<file path="src/rtl/kms_pkg.sv">
// Package: types and constants of the spanning forest block.
`default_nettype none
package kms_pkg;
  localparam int MAX_VERTICES = 32;
  localparam int MAX_EDGES    = 64;
  localparam int WEIGHT_BITS  = 16;
  localparam int STEP_W       = (MAX_EDGES > 1) ? $clog2(MAX_EDGES) : 1;
  localparam logic [20:0] COST_MAX = 21'h1FFFFF;

  localparam logic [1:0] CMD_ADD   = 2'd0;
  localparam logic [1:0] CMD_RUN   = 2'd1;
  localparam logic [1:0] CMD_CLEAR = 2'd2;

  localparam logic [1:0] KIND_ACK     = 2'd0;
  localparam logic [1:0] KIND_EDGE    = 2'd1;
  localparam logic [1:0] KIND_SUMMARY = 2'd2;

  localparam logic [1:0] ST_OK    = 2'd0;
  localparam logic [1:0] ST_FULL  = 2'd1;
  localparam logic [1:0] ST_RANGE = 2'd2;

  typedef struct packed {
    logic [1:0]  cmd;
    logic [4:0]  src_vertex;
    logic [4:0]  dst_vertex;
    logic [15:0] edge_weight;
  } in_item_t;

  typedef struct packed {
    logic [1:0]  kind;
    logic [1:0]  status;
    logic [4:0]  edge_src;
    logic [4:0]  edge_dst;
    logic [15:0] edge_cost;
    logic [20:0] total_cost;
    logic [5:0]  component_count;
    logic        last;
  } out_item_t;

  typedef struct packed {
    logic [4:0]             s;
    logic [4:0]             d;
    logic [WEIGHT_BITS-1:0] w;
  } edge_t;

  typedef struct packed {
    logic clear;
    logic insert;
    logic rotate;
  } ecell_ctrl_t;

  typedef struct packed {
    logic       init;
    logic       merge;
    logic [4:0] la;
    logic [4:0] lb;
  } vcell_ctrl_t;

  typedef enum logic [2:0] {
    S_IDLE, S_RUN_A, S_RUN_B, S_EMIT, S_COUNT, S_SUMMARY
  } state_t;
endpackage
`default_nettype wire

</file>
<file path="src/rtl/kms_edge_cell.sv">
// One cell of the weight-ordered edge chain.
`default_nettype none
module kms_edge_cell import kms_pkg::*; (
  input  wire         clk,
  input  wire         rst_n,
  input  ecell_ctrl_t ctrl,
  input  edge_t       new_edge,
  input  wire         prev_gt,
  input  edge_t       prev_edge,
  input  wire         prev_valid,
  input  edge_t       next_edge,
  input  wire         next_valid,
  output edge_t       edge_q,
  output logic        valid_q,
  output logic        gt
);
  edge_t edge_r;
  logic  valid_r;

  // Insertion point: first cell empty or heavier than the new edge.
  assign gt      = !valid_r || (edge_r.w > new_edge.w);
  assign edge_q  = edge_r;
  assign valid_q = valid_r;

  always_ff @(posedge clk) begin
    if (!rst_n) begin
      valid_r <= 1'b0;
    end else if (ctrl.clear) begin
      valid_r <= 1'b0;
    end else if (ctrl.insert) begin
      if (prev_gt) begin
        edge_r  <= prev_edge;
        valid_r <= prev_valid;
      end else if (gt) begin
        edge_r  <= new_edge;
        valid_r <= 1'b1;
      end
    end else if (ctrl.rotate) begin
      edge_r  <= next_edge;
      valid_r <= next_valid;
    end
  end
endmodule
`default_nettype wire

</file>
<file path="config.mk">
export PLATFORM = sky130hd
export DESIGN_NAME = kms_edge_cell
export DESIGN_NICKNAME = d
export VERILOG_FILES = /design/src/rtl/kms_pkg.sv /design/src/rtl/kms_edge_cell.sv
export SDC_FILE = /design/constraint.sdc
export NUM_CORES = 1
export LEC_CHECK = 0
export ABC_CLOCK_PERIOD_IN_PS = 5100
export BUFFER_PORTS_ARGS = -buffer_cell sky130_fd_sc_hd__clkbuf_2
export CAP_MARGIN = 20
export CORE_ASPECT_RATIO = 0.75
export CORE_UTILIZATION = 43
export CTS_BUF_LIST = sky130_fd_sc_hd__clkbuf_16
export DETAILED_ROUTE_END_ITERATION = 8
export PLACE_DENSITY_LB_ADDON = 0.2
export RECOVER_POWER = 25
export SLEW_MARGIN = 10
export SYNTH_ARGS = -nofsm -noshare
export SYNTH_HDL_FRONTEND = slang
export SYNTH_SLANG_ARGS = --single-unit
</file>
<file path="constraint.sdc">
create_clock -name clk -period 5.1 [get_ports clk]
set_clock_uncertainty 0.15 [all_clocks]
set_input_delay 0.765 -clock clk [delete_from_list [all_inputs] [get_ports clk]]
set_output_delay 0.765 -clock clk [all_outputs]
set_load 0.05 [all_outputs]
</file>
Word-level counts from Yosys, hierarchy flattened
Index checks and enable logic that the tools add are counted.
- output and inout port bits: 28
- bits in registers: 27
- input port bits: 86
- word-level logic and storage cells: 22
- eq/ne operators: 1
- reductions and logical operators: 6
- bitwise logic cells: 2
- muxes and demuxes: 8
- order comparisons: 1
- operators by type and width (cell ; number):
    26-bit 2-to-1 mux ; 4
    16-bit > comparator ; 1
    1-bit 2-to-1 mux ; 4
    4-bit AND reduction ; 1
    3-bit by 1-bit != test with 1-bit output, second input constant ; 1
    1-bit inverter ; 2
    2-bit AND reduction ; 1
    2-bit nonzero test ; 1
    2-bit OR reduction ; 1
    1-bit logical NOT ; 1
    1-bit logical OR ; 1

Depth between registers and ports, before layout
Gate-level depths: netlist of the first run.
- word-level depth: 5
- gate-level depth with buffers: 8

Least setup slack after synthesis of the first run
No wires, ideal clock.
- kind: in2reg
- from: input port new_edge[15] in the netlist's numbering
- to: register edge_r, in the netlist edge_q[0] (enable)
- stages: 8
- required time: 4543 ps
- arrival time: 3216 ps
- setup slack: 1327 ps
- library setup time: 407 ps
- path through: inv_1 ha_1 nand4_2 or4_4 a21o_1 nand4_1 o21ai_1 a211oi_2
- word-level cells in the longest chain between the ends: 4
- RTL lines (what ; RTL line ; RTL):
    start, declared ; kms_edge_cell.sv:7 ; input edge_t new_edge,
    16-bit > comparator ; kms_edge_cell.sv:21 ; assign gt = !valid_r || (edge_r.w > new_edge.w);
    1-bit logical OR ; kms_edge_cell.sv:21 ;
    3-bit by 1-bit != test with 1-bit output (no line) ; - ;
    4-bit AND reduction (no line) ; - ;
    end signal, assigned ; kms_edge_cell.sv:32 ; edge_r <= prev_edge;
    end signal, assigned ; kms_edge_cell.sv:35 ; edge_r <= new_edge;
    end signal, assigned ; kms_edge_cell.sv:39 ; edge_r <= next_edge;
    end, declared ; kms_edge_cell.sv:17 ; edge_t edge_r;
Every way passes these cells.
A chain may end at the register's enable or synchronous reset.

Worst setup path in the final report of the first run
- from: input port new_edge[15] in the netlist's numbering
- to: output port gt
- word-level cells in the longest chain between the ends: 2
- RTL lines (what ; RTL line ; RTL):
    16-bit > comparator ; kms_edge_cell.sv:21 ;
    1-bit logical OR ; kms_edge_cell.sv:21 ;
    end, declared ; kms_edge_cell.sv:15 ; output logic gt
Every way passes these cells.

==> results of run 1 <==
-- layer usage --
| metal | part of all wire [%] | vias up | GRT usage, % |
|---|---|---|---|
| met5 | 0 | - | 0 |
| met4 | 0.50 | 0 | 4.12 |
| met3 | 6.9 | 4 | 5.67 |
| met2 | 45 | 58 | 32.0 |
| met1 | 48 | 708 | 26.6 |
| li1 | - | 870 | - |
-- cells in the mapped netlist --
library cell	instances	share of area (%)
sky130_fd_sc_hd__inv_1	16	3.3
sky130_fd_sc_hd__o211ai_1	1	0.42
sky130_fd_sc_hd__mux2_2	1	0.63
sky130_fd_sc_hd__clkbuf_1	5	1.0
sky130_fd_sc_hd__a21oi_1	32	8.9
sky130_fd_sc_hd__o22ai_1	1	0.35
sky130_fd_sc_hd__o21ai_0	2	0.56
sky130_fd_sc_hd__o21ai_1	1	0.28
sky130_fd_sc_hd__ha_1	16	11
sky130_fd_sc_hd__dfxtp_1	1	1.1
sky130_fd_sc_hd__edfxtp_1	26	43
sky130_fd_sc_hd__buf_2	3	0.84
sky130_fd_sc_hd__nor2b_1	2	0.70
sky130_fd_sc_hd__mux2i_1	26	14
sky130_fd_sc_hd__nor2_1	29	6.1
sky130_fd_sc_hd__a211oi_2	1	0.70
sky130_fd_sc_hd__nor3_1	3	0.84
sky130_fd_sc_hd__or4_4	1	0.63
sky130_fd_sc_hd__a21o_1	1	0.42
sky130_fd_sc_hd__and3b_1	1	0.49
sky130_fd_sc_hd__buf_1	1	0.21
sky130_fd_sc_hd__nand2_1	6	1.3
sky130_fd_sc_hd__nand4_1	3	1.0
sky130_fd_sc_hd__nand4_2	1	0.70
sky130_fd_sc_hd__nand2b_1	1	0.35
-- layout make-up --
| cell class | instances | area [sq um] |
|---|---|---|
| fillers | 363 | 1370 |
| multi-input cells | 129 | 905 |
| flip-flops and latches | 27 | 801 |
| repair buffers | 114 | 548 |
| clock buffers | 3 | 75.1 |
| well taps | 52 | 65.1 |
| inverters | 16 | 60.1 |
| clock inverters | 1 | 5.00 |
-- worst max-delay path: cells and delay by family --
family | cells | cell delay (ns)
AO/OA/AOI/OAI | 2 | 0.30
buffers and inverters | 3 | 0.41
adder cells (fa/ha/maj) | 1 | 0.29
AND/OR/NAND/NOR | 4 | 0.90
-- registers in the layout, summed over array words and instances (netlist names) --
name / flops
valid_q: 1
edge_q: 26
-- how the worst min path moves through the flow --
stage | startpoint | slack [ns] | depth (start not counted) | end
2_1_floorplan | prev_valid | 0.76 | 2 | valid_q
3_3_place_gp | valid_q | 0.52 | 3 | valid_q
3_5_place_dp | valid_q | 0.52 | 3 | valid_q
4_1_cts | valid_q | 0.53 | 3 | valid_q
5_1_grt | valid_q | 0.55 | 3 | valid_q
6_report | valid_q | 0.53 | 3 | valid_q
-- cells by family after synthesis --
family | count (synthesis) | synth area share, %
compound gates | 39 | 11.6
fa+ha+maj | 16 | 11.1
buf+inv | 25 | 5.44
flops | 27 | 44.6
mux | 27 | 15.1
simple gates | 47 | 12.1
-- power breakdown --
part | leakage [nW] | internal [mW] | switching [mW] | total [mW]
registers | 0.248 | 0.258 | 0.00489 | 0.263
logic | 0.928 | 0.0595 | 0.0937 | 0.153
clock network | 0.0409 | 0.106 | 0.0692 | 0.175
total | 1.22 | 0.423 | 0.168 | 0.591
==> flow_results.org, run 1 <==
** Status
- Outcome :: finished, final reports clean

** Drt
- Via-per-instance ratio :: 4.80
- DR vias :: between 1500 and 2000
- Number of DRC violations after detailed routing :: 0
- 1st-iter DRT viols :: 57
- WL per Instance :: 12.2 um
- Number of detailed-route iterations in the first pass :: 4
- Wires add up to 4.17 mm.
- The detail route stage leaves a number of antenna-violating nets equal to 0.

** Clock tree
- # H-tree levels :: 1
- CTS max path bufs :: 2
- Worst skew pair latency :: 0.26 ns
- Worst-path clk slew :: ~0.060 ns
- The tree built by TritonCTS fans out to 27 sinks.
- Post-CTS Repair Setup Buffers :: 0
- Buffers inserted to repair hold after CTS numbered 0.
- The root buffer cell chosen for the clock tree is sky130_fd_sc_hd__clkbuf_16.
- TritonCTS created 3 clock buffers.
- Once the clock tree was built, the resizer swapped 0 gates to a different size.
- CTS tree :: built

** Synth
- Of the synthesized area, sequential elements account for 44.6%.
- Number of distinct library cells after synthesis :: 25
- Syn Std Cell Area :: 1800 sq um
- The number of nets handed over by synthesis was approximately 280.
- Count of warnings emitted by yosys :: 0
- Mean post-synth cell area :: 9.92 sq um
- Synthesis produced approximately 180 cells.
- Flip-flop and latch count after synthesis :: 27

** GRT
- The number of global-route vias before repair came to 1537.
- Remaining global-route overflow :: 0
- Global routing consumed, over all layers together, 19.7% of the routing resources.
- The first global-routing pass estimated 6.80 mm of wire.
- Number of antenna violations at the first check in global routing :: 0
- Entering global routing, the biggest net connects 57 pins.

** Final layout
- Final non-filler cell total :: between 300 and 400
- Measured on the finished design, the core utilization comes to 64.2%.
- Compared with the post-synthesis result, the final layout area differs by 36.9%.
- Fraction of final layout cells with drive strength greater than 1 :: 35.2%
- Most frequent cells in the layout :: sky130_fd_sc_hd__clkbuf_2 (93), sky130_fd_sc_hd__a21oi_1 (32), sky130_fd_sc_hd__nor2_1 (29)
- Once layout is done, the placed cells without fillers occupy 2460 sq um.
- Antenna cell count :: 0
- Most frequent standard cell in the layout excluding fill and tap cells :: sky130_fd_sc_hd__clkbuf_2
- Net total in the final layout :: 393

** Critical path
- Endpoint class of the critical path :: output port
- The critical path starts at new_edge[15].
- Critical Path Source Type :: input pin
- The most critical setup path has its endpoint at gt.
- The worst register-to-register path has a setup slack of about 1.8 ns.
- Cell repeated most along the worst path :: sky130_fd_sc_hd__clkbuf_2
- In this run the critical register-to-register path is captured at edge_q[7].
- Worst endpoint data arrival time :: 2.66 ns
- STA puts the critical path data required time at 4.18 ns.
- Largest stage delay, worst path :: about 0.57 ns
- Path depth of the worst reg2reg path :: 8
- Worst path cell trace :: clkbuf_2, inv_1, ha_1, nand4_2, or4_4, a21o_1, nand4_1, o21ai_1, nand2_1, clkbuf_2
- Worst Path Class, Setup :: input pin to output port
- Peak fanout along the critical path :: 4
- The startpoint identified for the worst register-to-register timing path is edge_q[15].
- Among all stages on the critical path, the largest delay is contributed by sky130_fd_sc_hd__or4_4.

** Power
- Power density normalized to cell area :: 240 nW/um^2
- Leakage power figure :: about 1.2 nW
- Summing internal, switching and leakage power gives 0.591 mW.
- Worst-case vdd ir drop :: 0.185 mV

** Timing
- Slew at the pin with the worst max-slew slack :: roughly 1.0 ns
- The count of pins over their slew limit is 0.
- Smallest setup slack after layout :: 1.52 ns
- Setup violations remaining at the end of the flow were counted as 0.
- Worst max-slew margin expressed relative to the limit :: between 30% and 40%
- Number of hold-slack violations in the final timing report :: 0
- In the final timing run, aggregate negative setup slack is 0 ns.
- Setup repair after global routing left no endpoint under its margin.
- Timing would allow up to 0.279 GHz.
- In the finished design, the share of the clock period the worst path needs comes to 70.2%.
- Across all hold checks on the routed design, the worst slack comes to about 0.53 ns.
- The worst path in the final design needs a cycle of 3.58 ns, including I/O delays and setup.

** Floorplanning
- Ports :: 114
- Initial Utilization :: 46.9%
- Die X-Extent :: 76.6 um
- Die Height :: 58.0 um
- The core region is ~3800 sq um.
- Die area :: approximately 4400 sq um
- Std-Cell Rows :: 19

** Job
- Max_cap viols :: 0

** Worst hold path
- Hold WC Path Type :: register to register

** Place
- In this run, placement finished with an instance count of 338.
- The wire-length estimate of the detail-placed layout is 3.33 mm.
- Port Buf Inserts :: 113
- Summing all placed instances gives a cell area of 2400 sq um.
- Prior to clock tree synthesis, the placed netlist has a worst setup slack of 1.30 ns.
- Global placer's final weighted congestion :: 0.736
Note: power is estimated with default switching activity, not from simulation.
==> run 2, diff against run 1 <==
- ABC_CLOCK_PERIOD_IN_PS: 5100 -> 3100
- CORE_UTILIZATION: 43 -> 39
- clock period: 5.1 -> 3.1 ns (I/O delays scaled with it)
==> flow_results.org, run 2 (synthesis gave the netlist of run 1 again) <==
** Clock tree
- CTS Hold Buffers Added :: 0 (unchanged)
- The total number of clock tree sinks was 27 (unchanged).
- The TritonCTS clock tree was built (unchanged).
- Worst skew pair latency :: 0.26 ns (about the same)
- Worst-path clk slew :: 0.07 ns (was 0.06 ns)
- The number of buffers inserted during clock tree synthesis came to 3 (unchanged).
- The H-tree depth came to 1 (unchanged).
- The largest buffer count on any clock path was 2 (unchanged).
- The post-CTS setup buffer count was 0 (unchanged).
- CTS root buffer :: sky130_fd_sc_hd__clkbuf_16 (unchanged)
- CTS resizes :: 0 (unchanged)

** GRT
- Vias in the first global route :: 1553 (was 1537)
- The wire length of the first global-routing pass was 6.91 mm (was 6.80 mm).
- The number of antenna violations at the first check in global routing came to 0 (unchanged).
- Remaining global-route overflow :: 0 (unchanged)
- The largest net degree at the start of global routing was 43 (was 57).
- Tot GR Track Use :: 19.0% (was 19.7%)

** Final layout
- The final design area excluding fillers came to 2510 sq um (was 2460 sq um).
- Most frequent standard cell in the layout excluding fill and tap cells :: sky130_fd_sc_hd__clkbuf_2 (unchanged)
- The number of flip-flops under the largest register name is 26 (unchanged).
- The number of antenna repair diodes was 0 (unchanged).
- The share of post-route cells with drive strength above 1 was 39.2% (was 35.2%).
- The fill cell instance count of the final layout is 379 (was 363).
- Area delta synth->final :: 39.9% (was 36.9%)
- Final non-filler cell total :: 348 (was 342)
- Most frequent cells in the layout :: sky130_fd_sc_hd__clkbuf_2 (102), sky130_fd_sc_hd__a21oi_1 (32), sky130_fd_sc_hd__nor2_1 (29) (was sky130_fd_sc_hd__clkbuf_2 (93), sky130_fd_sc_hd__a21oi_1 (32), sky130_fd_sc_hd__nor2_1 (29))
- The final layout net count came to 396 (was 393).

** Power
- The worst voltage drop across the vdd grid came to 0.279 mV (was 0.185 mV).
- Power density normalized to cell area :: 392 nW/um^2 (was 240 nW/um^2)
- The leakage component of the power was 1.26 nW (was 1.22 nW).
- The overall power is 0.984 mW (was 0.591 mW).

** Timing
- Of the available clock period, the critical path in the final layout requires 96.1%.
- The final setup slack of the worst path is 0.120 ns (was 1.52 ns).
- The setup total negative slack is 0 ns (unchanged).
- The number of endpoints failing setup at the final stage came to 0 (unchanged).
- After layout, the minimum clock period comes to between 2 and 3 ns.
- RSZ-0062 raised after global routing :: false (unchanged)
- Worst max-slew margin expressed relative to the limit :: 38.6% (was 32.8%)
- Achievable frequency :: between 0.3 and 0.4 GHz
- Number of hold-slack violations in the final timing report :: 0 (unchanged)
- Slew at the pin with the worst max-slew slack :: 0.921 ns (was 1.01 ns)
- Pins Over Slew Limit :: 0 (unchanged)

** Drt
- The first-pass iteration count of the detailed router came to 4 (unchanged).
- The total routed wirelength came to 4.34 mm (was 4.17 mm).
- The first-iteration detailed-routing DRC count is 38 (was 57).
- The per-cell routed wire length is 12.5 um (was 12.2 um).
- The number of remaining DRC errors was 0 (unchanged).
- Via-per-instance ratio :: 4.80 (about the same)
- The number of vias after detailed routing is 1672 (was 1640).
- Antenna Nets Post-Route :: 0 (unchanged)

** Critical path
- The category of the most critical setup path is register to output port (was input pin to output port).
- The peak per-stage delay on the critical path was 0.56 ns (was 0.57 ns).
- The slowest cell on the critical path is sky130_fd_sc_hd__or4_4 (unchanged).
- The startpoint type of the worst setup path was a register (was input pin).
- The maximum fanout along the worst path is 3 (was 4).
- The critical path endpoint category is an output port (unchanged).
- The data arrival time at the worst-slack endpoint was 2.37 ns (was 2.66 ns).
- Worst path cell trace: ha_4, nand4_1, or4_4, a21o_1, nand4_1, o21ai_2, nand2_1, clkbuf_2 (was clkbuf_2, inv_1, ha_1, nand4_2, or4_4, a21o_1, nand4_1, o21ai_1, nand2_1, clkbuf_2).
- Cell repeated most along the worst path :: sky130_fd_sc_hd__nand4_1 (was sky130_fd_sc_hd__clkbuf_2)
- CP Data Required Time :: 2.48 ns (was 4.18 ns)

** Place
- Number of placed cells counting well taps :: 344 (was 338)
- The placement-stage worst setup slack came to 0.198 ns (was 1.30 ns).
- Global placer's final weighted congestion :: 0.748 (was 0.736)
- The detailed placer's ending HPWL is 3.58 mm (was 3.33 mm).
- The number of port buffers came to 113 (unchanged).
- The post-detailed-placement cell area came to 2450 sq um (was 2400 sq um).

** Floorplanning
- Die area :: 4880 sq um (was 4440 sq um)
- Initial Utilization :: 42.5% (was 46.9%)
- The number of cell rows is 20 (was 19).
- The die outline height is 60.8 um (was 58.0 um).
- The core outline area was 4230 sq um (was 3830 sq um).
- Die X-Extent :: 80.3 um (was 76.6 um)
- The number of ports placed on the die boundary was 114 (unchanged).

** Status
- Outcome :: finished, final reports clean (unchanged)

** Job
- Max_cap viols :: 0 (unchanged)

** Worst hold path
- The class of the tightest hold or removal check was input pin to register (was register to register).
## run 2: path summary, 6_finish.rpt
check,depth (start not counted),startpoint,slack [ns],endpoint
setup reg to reg,8,edge_q[7],0.38,edge_q[12]
setup / recovery,8,edge_q[7],0.12,gt
hold / removal,3,prev_valid,0.30,valid_q
hold reg to reg,3,valid_q,0.55,valid_q
## run 2: worst max-delay path: cells and delay by family (launching register included)
| kind | cells | cell delay (ns) |
|---|---|---|
| simple gates | 4 | 0.82 |
| flops | 1 | 0.43 |
| fa+ha+maj | 1 | 0.30 |
| buf+inv | 1 | 0.28 |
| compound gates | 2 | 0.27 |
## run 2: layout make-up
| cell class | count | area (sq um) | share of cell area, % |
|---|---|---|---|
| multi-input cells | 129 | 921 | 36.7 |
| inverters | 16 | 60.1 | 2.39 |
| clock inverters | 1 | 3.75 | 0.149 |
| flip-flops and latches | 27 | 801 | 31.9 |
| well taps | 55 | 68.8 | 2.74 |
| clock buffers | 3 | 75.1 | 2.99 |
| repair buffers | 117 | 582 | 23.2 |
## run 2: metrics by stage
step | util [%] | hold WS, ns
detailed placement | 57.8 | 0.536
floorplan | - | 0.458
CTS | 59.7 | 0.301
global route | 59.4 | 0.374
global placement | 57.8 | 0.519
finish | 59.4 | 0.304
## run 2: layer usage
| metal | vias to the layer above | track usage (%) | routed length (um) |
|---|---|---|---|
| met1 | 739 | 24.6 | 2010 |
| li1 | 875 | - | - |
| met2 | 56 | 31.2 | 2000 |
| met3 | 2 | 5.41 | 289 |
| met4 | 0 | 6.12 | 31 |
| met5 | - | 0 | 0 |
## run 2: where the power goes
| part | switching (mW) | internal (mW) | leakage, nW |
|---|---|---|---|
| Combinational | 0.156 | 0.102 | 0.972 |
| Sequential | 0.00800 | 0.424 | 0.248 |
| Clock | 0.120 | 0.173 | 0.0423 |
