`src/rtl/kms_pkg.sv`:
```
// Package: types and constants of the spanning forest block.
`default_nettype none
package kms_pkg;
  localparam int MAX_VERTICES = 32;
  localparam int MAX_EDGES    = 64;
  localparam int WEIGHT_BITS  = 16;
  localparam int STEP_W       = (MAX_EDGES > 1) ? $clog2(MAX_EDGES) : 1;
  localparam logic [20:0] COST_MAX = 21'h1FFFFF;

  localparam logic [1:0] CMD_ADD   = 2'd0;
  localparam logic [1:0] CMD_RUN   = 2'd1;
  localparam logic [1:0] CMD_CLEAR = 2'd2;

  localparam logic [1:0] KIND_ACK     = 2'd0;
  localparam logic [1:0] KIND_EDGE    = 2'd1;
  localparam logic [1:0] KIND_SUMMARY = 2'd2;

  localparam logic [1:0] ST_OK    = 2'd0;
  localparam logic [1:0] ST_FULL  = 2'd1;
  localparam logic [1:0] ST_RANGE = 2'd2;

  typedef struct packed {
    logic [1:0]  cmd;
    logic [4:0]  src_vertex;
    logic [4:0]  dst_vertex;
    logic [15:0] edge_weight;
  } in_item_t;

  typedef struct packed {
    logic [1:0]  kind;
    logic [1:0]  status;
    logic [4:0]  edge_src;
    logic [4:0]  edge_dst;
    logic [15:0] edge_cost;
    logic [20:0] total_cost;
    logic [5:0]  component_count;
    logic        last;
  } out_item_t;

  typedef struct packed {
    logic [4:0]             s;
    logic [4:0]             d;
    logic [WEIGHT_BITS-1:0] w;
  } edge_t;

  typedef struct packed {
    logic clear;
    logic insert;
    logic rotate;
  } ecell_ctrl_t;

  typedef struct packed {
    logic       init;
    logic       merge;
    logic [4:0] la;
    logic [4:0] lb;
  } vcell_ctrl_t;

  typedef enum logic [2:0] {
    S_IDLE, S_RUN_A, S_RUN_B, S_EMIT, S_COUNT, S_SUMMARY
  } state_t;
endpackage
`default_nettype wire

```
`src/rtl/kms_vtx_cell.sv`:
```
// One vertex cell: holds the set label of its vertex.
`default_nettype none
module kms_vtx_cell import kms_pkg::*; (
  input  wire         clk,
  input  wire         rst_n,
  input  wire  [4:0]  vtx_id,
  input  vcell_ctrl_t ctrl,
  output logic [4:0]  label,
  output logic        is_root
);
  logic [4:0] label_r;

  assign label   = label_r;
  assign is_root = (label_r == vtx_id);

  always_ff @(posedge clk) begin
    if (!rst_n) begin
      label_r <= vtx_id;
    end else if (ctrl.init) begin
      label_r <= vtx_id;
    end else if (ctrl.merge && label_r == ctrl.lb) begin
      label_r <= ctrl.la;
    end
  end
endmodule
`default_nettype wire

```
`config.mk`:
```
export PLATFORM = sky130hd
export DESIGN_NAME = kms_vtx_cell
export DESIGN_NICKNAME = d
export VERILOG_FILES = /design/src/rtl/kms_pkg.sv /design/src/rtl/kms_vtx_cell.sv
export SDC_FILE = /design/constraint.sdc
export NUM_CORES = 1
export LEC_CHECK = 0
export ABC_AREA = 0
export BUFFER_PORTS_ARGS = -buffer_cell sky130_fd_sc_hd__buf_2
export CORE_AREA = 4 4 41 43
export CTS_CLUSTER_DIAMETER = 100
export DETAILED_ROUTE_END_ITERATION = 16
export DIE_AREA = 0 0 45 47
export GPL_TIMING_DRIVEN = 0
export HOLD_SLACK_MARGIN = 0.02
export PLACE_DENSITY_LB_ADDON = 0.2
export SETUP_SLACK_MARGIN = 0.4
export SYNTH_ARGS = -nofsm -noshare
export SYNTH_HDL_FRONTEND = slang
export SYNTH_SLANG_ARGS = --single-unit
```
`constraint.sdc`:
```
create_clock -name clk -period 3.86 [get_ports clk]
set_clock_uncertainty 0.15 [all_clocks]
set_input_delay 0.193 -clock clk [delete_from_list [all_inputs] [get_ports clk]]
set_output_delay 0.193 -clock clk [all_outputs]
set_load 0.01 [all_outputs]
```
== Word-level counts from Yosys, hierarchy flattened ==
Index checks and enable logic that the tools add are counted.

* Mux-type cells: 3
* Reduce and logical (&&, ||, !) cells: 1
* Equal/unequal tests: 3

{| class="wikitable"
|+ Operator list
! cell !! count
|-
| two-way mux 5 bit || 3
|-
| equality test 5 bit || 2
|-
| != test 3 x 1 -> 1 bit (second input constant) || 1
|-
| logical AND 1 bit || 1
|}

* Logic and storage cells: 8
* Bits in registers: 5
* Bits of input ports: 19
* Output and inout port bits: 6

== Logic depth before layout (Yosys ltp) ==
Gate-level depths: netlist of run 1.

* Word-level depth: 5
* Mapped depth: 3
* Depth with buffers taken out: 3

== Worst setup path after synthesis of run 1 ==
Ideal clock, no wire load.

* Path kind: reg-to-reg
* Start: register label_r[1] (netlist: label[1])
* End: register label_r[0] (netlist: label[0]) (enable)
* Data required time: 3.336 ns
* Path slack: 2.187 ns
* Cell stages (with the launch flop): 4
* Data arrival time: 1.150 ns
* Period minus slack after synthesis: 1.673 ns
* Buffers on the path: 0
* Setup time: 0.374 ns
* Cells stage by stage: edfxtp_1 -> xnor2_1 -> nand4_1 -> o21ai_0

* Word-level cells in the longest chain between the ends: 3

{| class="wikitable"
|+ Ends and longest elaborated chain
! element !! RTL line !! source
|-
| from (decl) || kms_vtx_cell.sv:11 || <nowiki>logic [4:0] label_r;</nowiki>
|-
| from (signal assigned) || kms_vtx_cell.sv:18 || <nowiki>label_r <= vtx_id;</nowiki>
|-
| from (signal assigned) || kms_vtx_cell.sv:20 || <nowiki>label_r <= vtx_id;</nowiki>
|-
| from (signal assigned) || kms_vtx_cell.sv:22 || <nowiki>label_r <= ctrl.la;</nowiki>
|-
| equality test 5 bit || kms_vtx_cell.sv:21 || <nowiki>end else if (ctrl.merge && label_r == ctrl.lb) begin</nowiki>
|-
| logical AND 1 bit || kms_vtx_cell.sv:21 ||
|-
| != test 3 x 1 -> 1 bit (no line) || - ||
|}

Every way passes these cells.
A chain may end at the register's enable or synchronous reset.

== Worst setup path in the final report of run 1 ==
Ends and elaborated chain as after synthesis.

==> results.md, run 1 <==
- The run finished with clean final reports.
- The DRC violation count after routing is 0.
- The number of gates resized after CTS was 0.
- The gate count of the mapped netlist is 37.
- The net total in the final layout is 85.
- Together, buffers and inverters on the worst path number 0.
- In this run the critical register-to-register path is captured at label[0].
- The I/O pin count is 25.
- The path type of the worst setup path is flip-flop to flip-flop.
- The maximum clock insertion buffer count is 2.
- Data on the critical path arrives at its endpoint at 1510 ps.
- The proportion of synthesized chip area in sequential cells is 44.4%.
- Internal power comes to 128 µW.
- The share of synthesized area in the top cell type comes to 44.4%.
- The worst-case vdd ir drop is 0.000197 V.
- The ratio of total power to cell area is 343 nW/µm².
- The part of the total power dissipated in sequential elements is 41.6%.
- Summing over every cut layer, the via total after detailed routing is 333.
- The number of flip-flops under the largest register name is 5.
- The actual slew at the worst max-slew pin is 667 ps.
- The chip height is 47 µm.
- The power spent charging and discharging nets is 44.8 µW.
- The signal on the critical path passes through xnor2_1 -> nand4_1 -> o21ai_0.
- The overflow left after global routing is 0.
- Port buffering added 24 buffers.
- Across the run, the number of max-cap violations was 0.
- Counting every net in the synthesized netlist gives 56.
- The pin count of the biggest net entering global routing is 7.
- Cells with a size suffix above 1 make up 43.1% of the layout.
- The clock latency reported for the late side of the worst-skew pair is 240 ps.
- The hold path startpoint is ctrl[6].
- Averaged over all synthesized cells, the footprint is 9.13 µm².
- The final worst-path cycle share is 46.5%.
- Setup total negative slack on the finished layout was measured at 0 ps.
- For this run, the number of Yosys warnings is 0.
- The capture endpoint of the worst hold path is label[1].
- The post-synthesis cell type with the largest combined area is edfxtp_1.
- For this block, the routed nets add up to 786 µm of wire.
- The power after layout is 172 µW.
- The critical path endpoint category is a flip-flop.
- Counting the buffers created by CTS gives 3.
- The horizontal die dimension is 45 µm.
- The worst hold path passes through 3 cells.
- The critical path's largest stage delay is 560 ps.
- Dividing the detail-routed via count by the number of cells gives 4.16.
- The total clock sinks is 5.
- The overall fraction of global-route tracks in use is 7.89%.
- The core area is 1300 µm².
- The count of nets left with antenna violations once routing finished came out at 0.
- The number of placement rows is 13.
- The first global-routing pass estimated 1120 µm of wire.
- The final RePlAce weighted congestion is 0.598.
- The cell family contributing the most delay on the critical path is compound AO/OA/AOI/OAI gates.
- The first routing iteration left 5 violations.
- For this run, the top clock speed supported by timing is 558 MHz.
- The number of hold violations in the final report is 0.
- In this run, distinct cell masters in the synthesized netlist total 10.
- The startpoint kind of the worst setup timing path is a flip-flop.
- In this run, synthesis produced a sequential element count of 5.
- The count of pins over their slew limit is 0.
- The class of the tightest hold or removal check is input pin to flip-flop.
- The leakage power is 0.000244 µW.
- Measured against its own limit, the worst slew margin works out to 55.0%.
- The floorplan step defined a die boundary enclosing 2120 µm².
- In this run the worst path has a maximum fanout of 5.
- TritonCTS built the clock tree.
- The clock input transition at the sequential cells of the worst setup and hold paths is 40 ps.
- At the worst endpoint, the required time is 3580 ps.
- The cell at the slowest stage of the critical path is o21ai_0.
- After clock tree synthesis, the setup repair step added 0 buffers.
- Counting I/O delays and the setup requirement, the final critical path takes 1790 ps.
- Net switching is 26.0% of the power.
- The number of buffers added to fix hold violations after cts is 0.
- The initial utilization of the core area, before any placement, comes to 26.0%.
- The first detailed-routing pass ran for 4 iterations.
- The share of total power dissipated in combinational logic is 23.6%.
- The worst slack on hold paths is 61.6 ps.
- The number of antenna repair diodes is 0.
- The initial antenna violation count came to 0.
- The total standard cell area after synthesis is 338 µm².
- In the final routed layout, each cell accounts on average for 9.83 µm.
- The setup check on the worst reg-to-reg path leaves a slack of 2070 ps.
- In the post-synthesis netlist, the biggest area contributors are edfxtp_1, xnor2_1, nand2_1, xor2_1, nor3_2.
- The origin of the critical flop-to-flop path is label[1].
- The length in cells of the worst reg-to-reg path is 3.
- The number of global-route vias before repair is 295.
- The CTS H-tree depth is 1.
- The share of total power dissipated in the clock network is 34.9%.
- The setup violation total in the final timing report is 0.
- From synthesis to final layout, the design area changed by 48.9%.
- The root buffer cell is clkbuf_4.
- Setup repair after global routing left no endpoint under its margin.
-- Yosys cell counts --
| cell type | count |
|---|---|
| edfxtp_1 | 5 |
| o21ai_0 | 1 |
| nor3_2 | 1 |
| nand3_1 | 1 |
| nand2_1 | 16 |
| nand2b_1 | 1 |
| xor2_1 | 2 |
| nand4_1 | 1 |
| and2b_1 | 1 |
| xnor2_1 | 8 |
-- worst min-delay path, delay by kind of cell --
family / cells / cell delay (ps)
AND/OR/NAND/NOR: 2 / 90
buffers and inverters: 1 / 70
-- logic make-up after synthesis --
family          share of synthesized area, %
compound gates                          1.48
xor+xnor                                25.9
simple gates                            28.2
flops                                   44.4
-- worst max-delay path by stage --
stage	end	slack, ps	from	depth (start not counted)
after floorplan	label[0]	2190	label[1]	3
after global placement	label[4]	2040	label[3]	3
after detailed placement	label[4]	2050	label[1]	3
after CTS	label[4]	2040	label[1]	3
after global routing	label[2]	1960	label[4]	3
final	label[0]	2070	label[1]	3
-- routing by layer --
layer,part of all wire (%),GRT usage [%]
met3,15,6.13
met2,48,13.0
met4,0,1.75
met5,0,0
met1,37,7.93
-- through the flow --
step | instances | util, % | area (µm²) | worst slack [ps]
5_1_grt | 80 | 38.7 | 503 | 1960
6_report | 80 | 38.7 | 503 | 2070
2_1_floorplan | 37 | - | 338 | 2190
4_1_cts | 80 | 38.7 | 503 | 2040
3_3_place_gp | 76 | 36.6 | 477 | 2040
3_5_place_dp | 76 | 36.6 | 477 | 2050
-- power by group through the flow --
| stage | clock, µW | combinational (µW) | sequential (µW) |
|---|---|---|---|
| 2_1_floorplan | 0 | 20.3 | 74.6 |
| 3_5_place_dp | 0 | 41.5 | 72.8 |
| 6_report | 60.1 | 40.6 | 71.6 |
| 5_1_grt | 69.6 | 45.3 | 72.4 |
| 3_3_place_gp | 0 | 41.2 | 72.7 |
| 4_1_cts | 61.4 | 41.6 | 71.9 |
-- cells in the final DEF (no fill, tap or decap) --
cell type / netlist / layout
xor2_1: 2 / 2
nand2_1: 16 / 16
nand2b_1: 1 / 1
o21ai_0: 1 / 1
edfxtp_1: 5 / 5
nand3_1: 1 / 1
clkbuf_1: 0 / 1
clkbuf_4: 0 / 3
and2b_1: 1 / 1
nor3_2: 1 / 1
nand4_1: 1 / 1
buf_2: 0 / 24
xnor2_1: 8 / 8
-- area by class of cell --
class | instances | area, µm²
clock buffers | 4 | 26.3
multi-input cells | 32 | 188
well taps | 15 | 18.8
repair buffers | 24 | 120
fillers | 151 | 798
flip-flops and latches | 5 | 150
Note: power is estimated with default switching activity, not from simulation.
==> run 2, diff against run 1 <==
--- a/config.mk
+++ b/config.mk
@@ -5,7 +5,7 @@
 export SDC_FILE = /design/constraint.sdc
 export NUM_CORES = 1
 export LEC_CHECK = 0
-export ABC_AREA = 0
+export ABC_AREA = 1
 export BUFFER_PORTS_ARGS = -buffer_cell sky130_fd_sc_hd__buf_2
 export CORE_AREA = 4 4 41 43
 export CTS_CLUSTER_DIAMETER = 100
==> constraint.sdc (replaced) <==
create_clock -name clk -period 1.8 [get_ports clk]
set_clock_uncertainty 0.15 [all_clocks]
set_input_delay 0.09 -clock clk [delete_from_list [all_inputs] [get_ports clk]]
set_output_delay 0.09 -clock clk [all_outputs]
set_load 0.01 [all_outputs]
==> run 2 against run 1 <==
  * Setup slack got worse by 1700 ps
  * Highest routed layer is now met4
  * Critical endpoint is now is_root
  * Critical path type is now flip-flop to output pin
  * Clock power up 120%
  * Die area stayed put
  * Area after synthesis is 15% higher
  * Largest power group unchanged
  * Clock-buffer cell count stayed put
  * Core utilization grew 13 points
  * Register-to-register slack lost 1600 ps
  * Total power increased by 130%
  * Synthesized cell count rose by 62%
  * Critical path depth is 1 higher
  * Final area is 35% higher
==> results.md, run 2 <==
- The run finished with clean final reports.
- The total of buffers placed on input and output ports is 24 (unchanged).
- The tightest slew margin relative to the limit was 90.3% (+35 points).
- The most frequent cell after synthesis is nand2_1.
- The share of post-route cells with drive strength above 1 is 33.7% (-9.4 points).
- The gate count of the mapped netlist is 60 (+62%).
- Setup repair after global routing could not meet its margin everywhere.
- The core area was 1300 µm² (unchanged).
- From synthesis to final layout, the design area changed by 74.0%.
- The number of global-route vias before repair came to 427 (+45%).
- The clock input transition at the sequential cells of the worst setup and hold paths was 40 ps (about the same).
- The power spent charging and discharging nets came to 111 µW (+150%).
- The worst-case vdd ir drop is 0.000270 V (+37%).
- The DRC violation count after routing is 0 (unchanged).
- The final sum of negative setup slack is 0 ps (unchanged).
- The vias after detailed routing is 469 (+41%).
- The path type of the worst setup path is flip-flop to output pin.
- The first-pass iteration count of the detailed router is 1 (-3).
- The number of synthesis warnings came to 0 (unchanged).
- The setup violation total in the final timing report is 0 (unchanged).
- The number of synthesized flops with an enable pin was 5 (unchanged).
- The utilization of the core after routing is 52.0% (+13 points).
- The clock latency reported for the late side of the worst-skew pair is 250 ps (about the same).
- The worst slack on hold paths is 88.8 ps (+27.1 ps).
- The maximum clock insertion buffer count was 2 (unchanged).
- The net total in the final layout is 121 (+42%).
- The global-route wire length before repair was 1550 µm (+39%).
- The post-detailed-route wirelength per cell was 8.68 µm (-12%).
- The critical path endpoint category is an output pin.
- The routed wire length is 1010 µm (+28%).
- The chip height was 47 µm (unchanged).
- The count of antenna-violating nets left after detailed routing is 0 (unchanged).
- The number of placement rows is 13 (unchanged).
- The initial core utilization is 29.9% (+3.9 points).
- The ratio of total power to cell area is 594 nW/µm² (+73%).
- The horizontal die dimension is 45 µm (unchanged).
- The post-detailed-placement half-perimeter wirelength is 719 µm.
- The final RePlAce weighted congestion came to 0.682 (+14%).
- The TritonCTS clock tree is built.
- By count the netlist is led by nand2_1, inv_1, nor2_1.
- Leaving out fill and tap cells, the most frequent cells in the layout are nand2_1, buf_2, inv_1, dlygate4sd3_1, nor2_1.
- The final worst-path cycle share is 77.4%.
- The proportion of synthesized chip area in sequential cells came to 38.6% (-5.9 points).
- The area of the die is 2120 µm² (unchanged).
- The post-synthesis cell type with the largest combined area is edfxtp_1.
- Based on the critical path, the design can be clocked at up to 718 MHz.
- The part of the total power dissipated in sequential elements is 38.2% (-3.4 points).
- The worst endpoint data arrival time was 1150 ps (-360 ps).
- Leaving out fill and tap cells, the most frequent cell in the layout is nand2_1.
- The number of hold violations in the final report is 0 (unchanged).
- The I/O pin count is 25 (unchanged).
- The internal power came to 292 µW (+130%).
- The CTS H-tree depth is 1 (unchanged).
- The total standard cell area after synthesis is 389 µm² (+15%).
- The startpoint kind of the worst setup timing path is a flip-flop.
- The number of max-cap violations is 0 (unchanged).
- The initial antenna violation count is 0 (unchanged).
- The clock period minus final worst setup slack is 1390 ps.
- The synthesized flop and latch total is 5 (unchanged).
- The total CTS buffers came to 3 (unchanged).
- The net switching share of the total power was 27.5% (+1.5 points).
- In the post-synthesis netlist, the biggest area contributors are edfxtp_1, nand2_1, inv_1, xnor2_1, nor2_1.
- The post-synthesis average cell area came to 6.49 µm² (-29%).
- The actual slew at the worst max-slew pin is 145 ps (-523 ps).
- The via density per instance came to 4.04 (-2.9%).
- The most critical setup path has its startpoint at label[4].
- The instance area at placement is 528 µm² (+11%).
- The worst setup slack for register-to-register paths is 460 ps (-1610 ps).
- The count of pins over their slew limit was 0 (unchanged).
- The startpoint identified for the worst hold timing path is vtx_id[1].
- The worst slack at placement came to 405 ps (-1650 ps).
- The startpoint identified for the worst register-to-register timing path is label[0].
- The leakage power is 0.000382 µW (+56%).
- The distinct cell type count after synthesis is 8 (-2).
- The final worst-path setup slack came to 407 ps (-1660 ps).
- The initial DRC count came to 0 (-5).
- The class of the tightest hold or removal check is input pin to flip-flop.
- The fraction of synthesis flops using an asynchronous set or reset pin is 0% (unchanged).
- The number of antenna repair diodes is 0 (unchanged).
- The overall fraction of global-route tracks in use is 10.4% (+2.5 points).
- The total clock sinks came to 5 (unchanged).
- The number of flip-flops under the largest register name is 5 (unchanged).
- The net count of the mapped netlist was 79 (+41%).
- The pin count of the biggest net entering global routing was 9 (+2).
- The prevailing post-synth register cell is edfxtp_1.
- The relative contribution of combinational cells to total power came to 29.0% (+5.4 points).
- The share of total power in the clock network was 32.8% (-2.1 points).
- The overflow left after global routing is 0 (unchanged).
- The root buffer cell is clkbuf_4.
- The largest fanout of any net on the critical path is 4 (-1).
- The area share of the largest cell type after synthesis came to 38.6% (-5.9 points).
- The required time of the critical path is 1560 ps (-2020 ps).
- The final design area excluding fillers is 677 µm² (+35%).
## run 2: cell count changes in the layout (fill, tap and decap cells not counted), sizes merged, moves of 4 or more
| cell | delta |
|---|---|
| nand2 | +12 |
| xnor2 | -4 |
| dlygate4sd3 | +9 |
| inv | +11 |
| buf | +4 |
| nor2 | +8 |
## run 2: cells by family after synthesis
logic type / after synthesis / synth area share (%)
buffers and inverters: 11 / 10.6
AOI/OAI and AO/OA: 1 / 1.28
xor gates and xnor gates: 4 / 9.00
and+or+nand+nor: 39 / 40.5
DFF: 5 / 38.6
## run 2: repair_timing
action,in CTS,in global routing
endpoints found under the hold margin,5,0
pin swaps,3,3
gates resized for setup,1,1
hold buffers,9,0
setup buffers,0,4
setup endpoints to repair,6,7
## run 2: area by class of cell
cell class | count | area, µm²
clock buffers | 4 | 26.3
fillers | 148 | 624
multi-input cells | 44 | 200
flip-flops and latches | 5 | 150
well taps | 15 | 18.8
inverters | 11 | 41.3
repair buffers | 37 | 240
## run 2: per-stage QoR
step / cells / power, µW
final: 116 / 402
after global routing: 116 / 430
after CTS: 112 / 394
after detailed placement: 99 / 249
after global placement: 99 / 248
after floorplan: 60 / 208
## run 2: final timing paths
kind | cells after the start | to
setup / recovery | 4 | is_root
hold / removal | 3 | label[1]
setup reg to reg | 5 | label[1]
hold reg to reg | 5 | label[3]
## run 2: power groups by stage
stage / sequential [µW] / clock (µW) / combinational [µW]
CTS: 154 / 130 / 110
global placement: 155 / 0 / 92.0
finish: 154 / 132 / 117
floorplan: 160 / 0 / 47.8
global route: 155 / 141 / 133
detailed placement: 156 / 0 / 93.3
## run 2: routing by layer
layer  routed length [µm]  GRT usage, %
met1                  360          11.9
met2                  524          16.9
met3                   88          2.68
met4                   34          7.02
met5                    0             0
## run 2: worst max-delay path: stages (launching register included)
cell,delay (ps)
edfxtp_1,420
xnor2_1,170
nand3_1,100
nor2_1,90
buf_2,130
==> run 3, diff against run 2 <==
--- a/config.mk
+++ b/config.mk
@@ -5,7 +5,7 @@
 export SDC_FILE = /design/constraint.sdc
 export NUM_CORES = 1
 export LEC_CHECK = 0
-export ABC_AREA = 1
+export ABC_AREA = 0
 export BUFFER_PORTS_ARGS = -buffer_cell sky130_fd_sc_hd__buf_2
 export CORE_AREA = 4 4 41 43
 export CTS_CLUSTER_DIAMETER = 100
==> constraint.sdc (replaced) <==
create_clock -name clk -period 1.4 [get_ports clk]
set_clock_uncertainty 0.15 [all_clocks]
set_input_delay 0.07 -clock clk [delete_from_list [all_inputs] [get_ports clk]]
set_output_delay 0.07 -clock clk [all_outputs]
set_load 0.01 [all_outputs]
==> run 3 against run 2 <==
  * The run now ends with negative setup slack left
  * Sequential share of layout area grew 1.0 points
  * Core utilization shrank 2.3 points
  * Non-clock buffer count shrank 2
  * Via count shrank 18%
  * Clock-buffer cell count is the same
  * Die area is the same
  * Sequential power grew 29%
  * Register-to-register slack lost 560 ps
  * Final area shrank 4.4%
  * Final cell count shrank 22%
  * Highest routed layer unchanged
  * Clock power grew 24%
==> results.md, run 3 (synthesis results as in run 1) <==
- The clock input transition at the sequential cells of the worst setup and hold paths is 40 ps (about the same).
- Tracing the worst setup path back leads to its startpoint at label[3].
- The critical path's largest stage delay is 450 ps (+30 ps).
- The cell family contributing the most delay on the critical path is flip-flops.
- The net switching share of the total power is 25.8% (-1.7 points).
- The relative contribution of combinational cells to total power is 29.4% (+0.4 points).
- The vias after detailed routing is 383 (-18%).
- The total clock sinks is 5 (unchanged).
- The horizontal die dimension was 45 µm (unchanged).
- The part of the total power dissipated in sequential elements is 38.6% (+0.4 points).
- The origin of the critical flop-to-flop path is label[3].
- The final worst-path cycle share is 107%.
- The total of buffers placed on input and output ports is 24 (unchanged).
- The overflow left after global routing is 0 (unchanged).
- The worst endpoint data arrival time is 1280 ps (+130 ps).
- The count of antenna-violating nets left after detailed routing came to 0 (unchanged).
- The number of global-route vias before repair came to 355 (-17%).
- The global-route wire length before repair is 1460 µm (-6.3%).
- The initial core utilization came to 26.0% (-3.9 points).
- The path type of the worst setup path is flip-flop to flip-flop.
- The total CTS buffers is 3 (unchanged).
- The pin count of the biggest net entering global routing is 7 (-2).
- The largest fanout of any net on the critical path is 5 (+1).
- The initial DRC count is 4 (+4).
- The number of antenna repair diodes is 0 (unchanged).
- Setup repair after global routing could not meet its margin everywhere.
- The core area is 1300 µm² (unchanged).
- The multi-input logic area is 199 µm² (-0.62%).
- The critical path endpoint category is a flip-flop.
- The internal power is 381 µW (+31%).
- The filler-free cell count of the finished design was 91 (-22%).
- The area of the die is 2120 µm² (unchanged).
- The signal on the critical path passes through xnor2_1 -> nand4_1 -> o21ai_4.
- The global routing's busiest layer is met2.
- The class of the tightest hold or removal check is input pin to flip-flop.
- The maximum clock insertion buffer count was 2 (unchanged).
- Derived from the worst setup path, the maximum achievable clock frequency is 667 MHz.
- The hold path startpoint is ctrl[6].
- The area growth from synthesis to layout is 91.5%.
- The actual slew at the worst max-slew pin is 262 ps (+117 ps).
- The CTS H-tree depth is 1 (unchanged).
- The number of placement rows is 13 (unchanged).
- The share of total power in the clock network is 32.0% (-0.8 points).
- The net total in the final layout is 96 (-21%).
- The post-detailed-route wirelength per cell is 10.2 µm (+17%).
- The worst slack at placement is -126 ps (-530 ps).
- The initial antenna violation count is 0 (unchanged).
- The count of pins over their slew limit came to 0 (unchanged).
- The DRC violation count after routing is 0 (unchanged).
- The final RePlAce weighted congestion is 0.602 (-12%).
- The share of post-route cells with drive strength above 1 came to 39.5% (+5.8 points).
- The utilization of the core after routing was 49.7% (-2.3 points).
- The power spent charging and discharging nets was 132 µW (+20%).
- The library cell used most frequently in the layout, excluding fill and tap cells, is buf_2.
- The number of hold violations in the final report is 0 (unchanged).
- The global-route track usage on met3 was 5.75% (+3.1 points).
- The first-pass iteration count of the detailed router came to 2 (+1).
- The number of placed instances, taps included is 76 (-23%).
- In the layout the commonest cells are buf_2, nand2_1, xnor2_1, dlymetal6s4s_1, edfxtp_1.
- The worst setup slack for register-to-register paths is -100 ps (-560 ps).
- The final reports fail on negative setup slack.
- The leakage power was 0.000351 µW (-8.1%).
- The area of all sequential standard cells came to 150 µm² (unchanged).
- The worst slack on hold paths was 138 ps (+48.9 ps).
- The via density per instance is 4.21 (+4.1%).
- The clock period minus final worst setup slack is 1500 ps.
- The required time of the critical path came to 1180 ps (-380 ps).
- The met2 routing resource usage after global routing is 16.7% (-0.28 points).
- The number of flip-flops under the largest register name came to 5 (unchanged).
- The overall fraction of global-route tracks in use is 10.3% (-0.025 points).
- The setup violation total in the final timing report came to 6 (+6).
- The fill cell instance count of the final layout came to 131 (-11%).
- TritonCTS built the clock tree.
- The routed wire length came to 925 µm (-8.1%).
- CTS placed an instance of clkbuf_4 at the clock tree root.
- The clock latency reported for the late side of the worst-skew pair is 240 ps (about the same).
- The number of max-cap violations is 0 (unchanged).
- The met1 usage in global routing is 10.9% (-1.0 points).
- The final worst-path setup slack is -100 ps (-507 ps).
- The run finished, with violations left.
- The power after layout is 514 µW (+28%).
- The startpoint kind of the worst setup timing path is a flip-flop.
- The tightest slew margin relative to the limit was 82.6% (-7.8 points).
- The critical path buffer and inverter count came to 0 (-1).
- The chip height is 47 µm (unchanged).
- The worst-case vdd ir drop is 0.000803 V (+200%).
- The ratio of total power to cell area is 794 nW/µm² (+34%).
- The I/O pin count came to 25 (unchanged).
- The cell at the slowest stage of the critical path is edfxtp_1.
## run 3: cell types whose count changed in the layout (fill, tap and decap cells not counted), moves of 2 or more
cell | before | now
nand2_1 | 27 | 16
dlygate4sd3_1 | 9 | 4
xor2_1 | 0 | 2
nand3_1 | 3 | 1
buf_6 | 0 | 2
inv_1 | 10 | 0
dlymetal6s4s_1 | 0 | 6
buf_4 | 4 | 0
nor2_1 | 7 | 0
xnor2_1 | 4 | 8
## run 3: path summary, 6_finish.rpt
kind,cells past startpoint,to
setup / recovery,3,label[3]
hold / removal,4,label[1]
setup reg to reg,3,label[3]
hold reg to reg,3,label[4]
## run 3: through the flow
stage               cell area [µm²]  TNS, ps
CTS                             614     -616
floorplan                       342    -81.1
finish                          647     -552
global placement                480     -374
detailed placement              480     -627
global route                    647    -1050
## run 3: worst register-to-register path: cells and delay by family, from the launching register on
kind,cells,cell delay (ps)
compound gates,1,240
simple gates,1,170
xor+xnor,1,170
flops,1,450
## run 3: layout make-up
cell class	instances	share of cell area, %
clock buffer	4	4.06
tap	15	2.90
sequential	5	23.2
multi-input combinational	32	30.8
timing repair buffer	35	39.1
## run 3: metal layers
| metal | vias up | routed length [µm] | part of all wire, % |
|---|---|---|---|
| li1 | 198 | - | - |
| met1 | 166 | 345 | 37 |
| met2 | 17 | 465 | 50 |
| met3 | 2 | 103 | 11 |
| met4 | 0 | 10 | 1.1 |
| met5 | - | 0 | 0 |
## run 3: power groups by stage
stage,Combinational (µW),Clock (µW),Sequential (µW)
finish,151,164,198
global route,168,185,201
CTS,141,172,198
detailed placement,116,0,201
global placement,115,0,200
floorplan,57.6,0,206
## run 3: timing repair
item / CTS / global route
resized for setup: 1 / 8
setup buffers: 0 / 1
endpoints found under the hold margin: 5 / 0
pin swaps: 0 / 1
hold buffers: 10 / 0
gates cloned: 0 / 0
endpoints found under the setup margin: 11 / 16
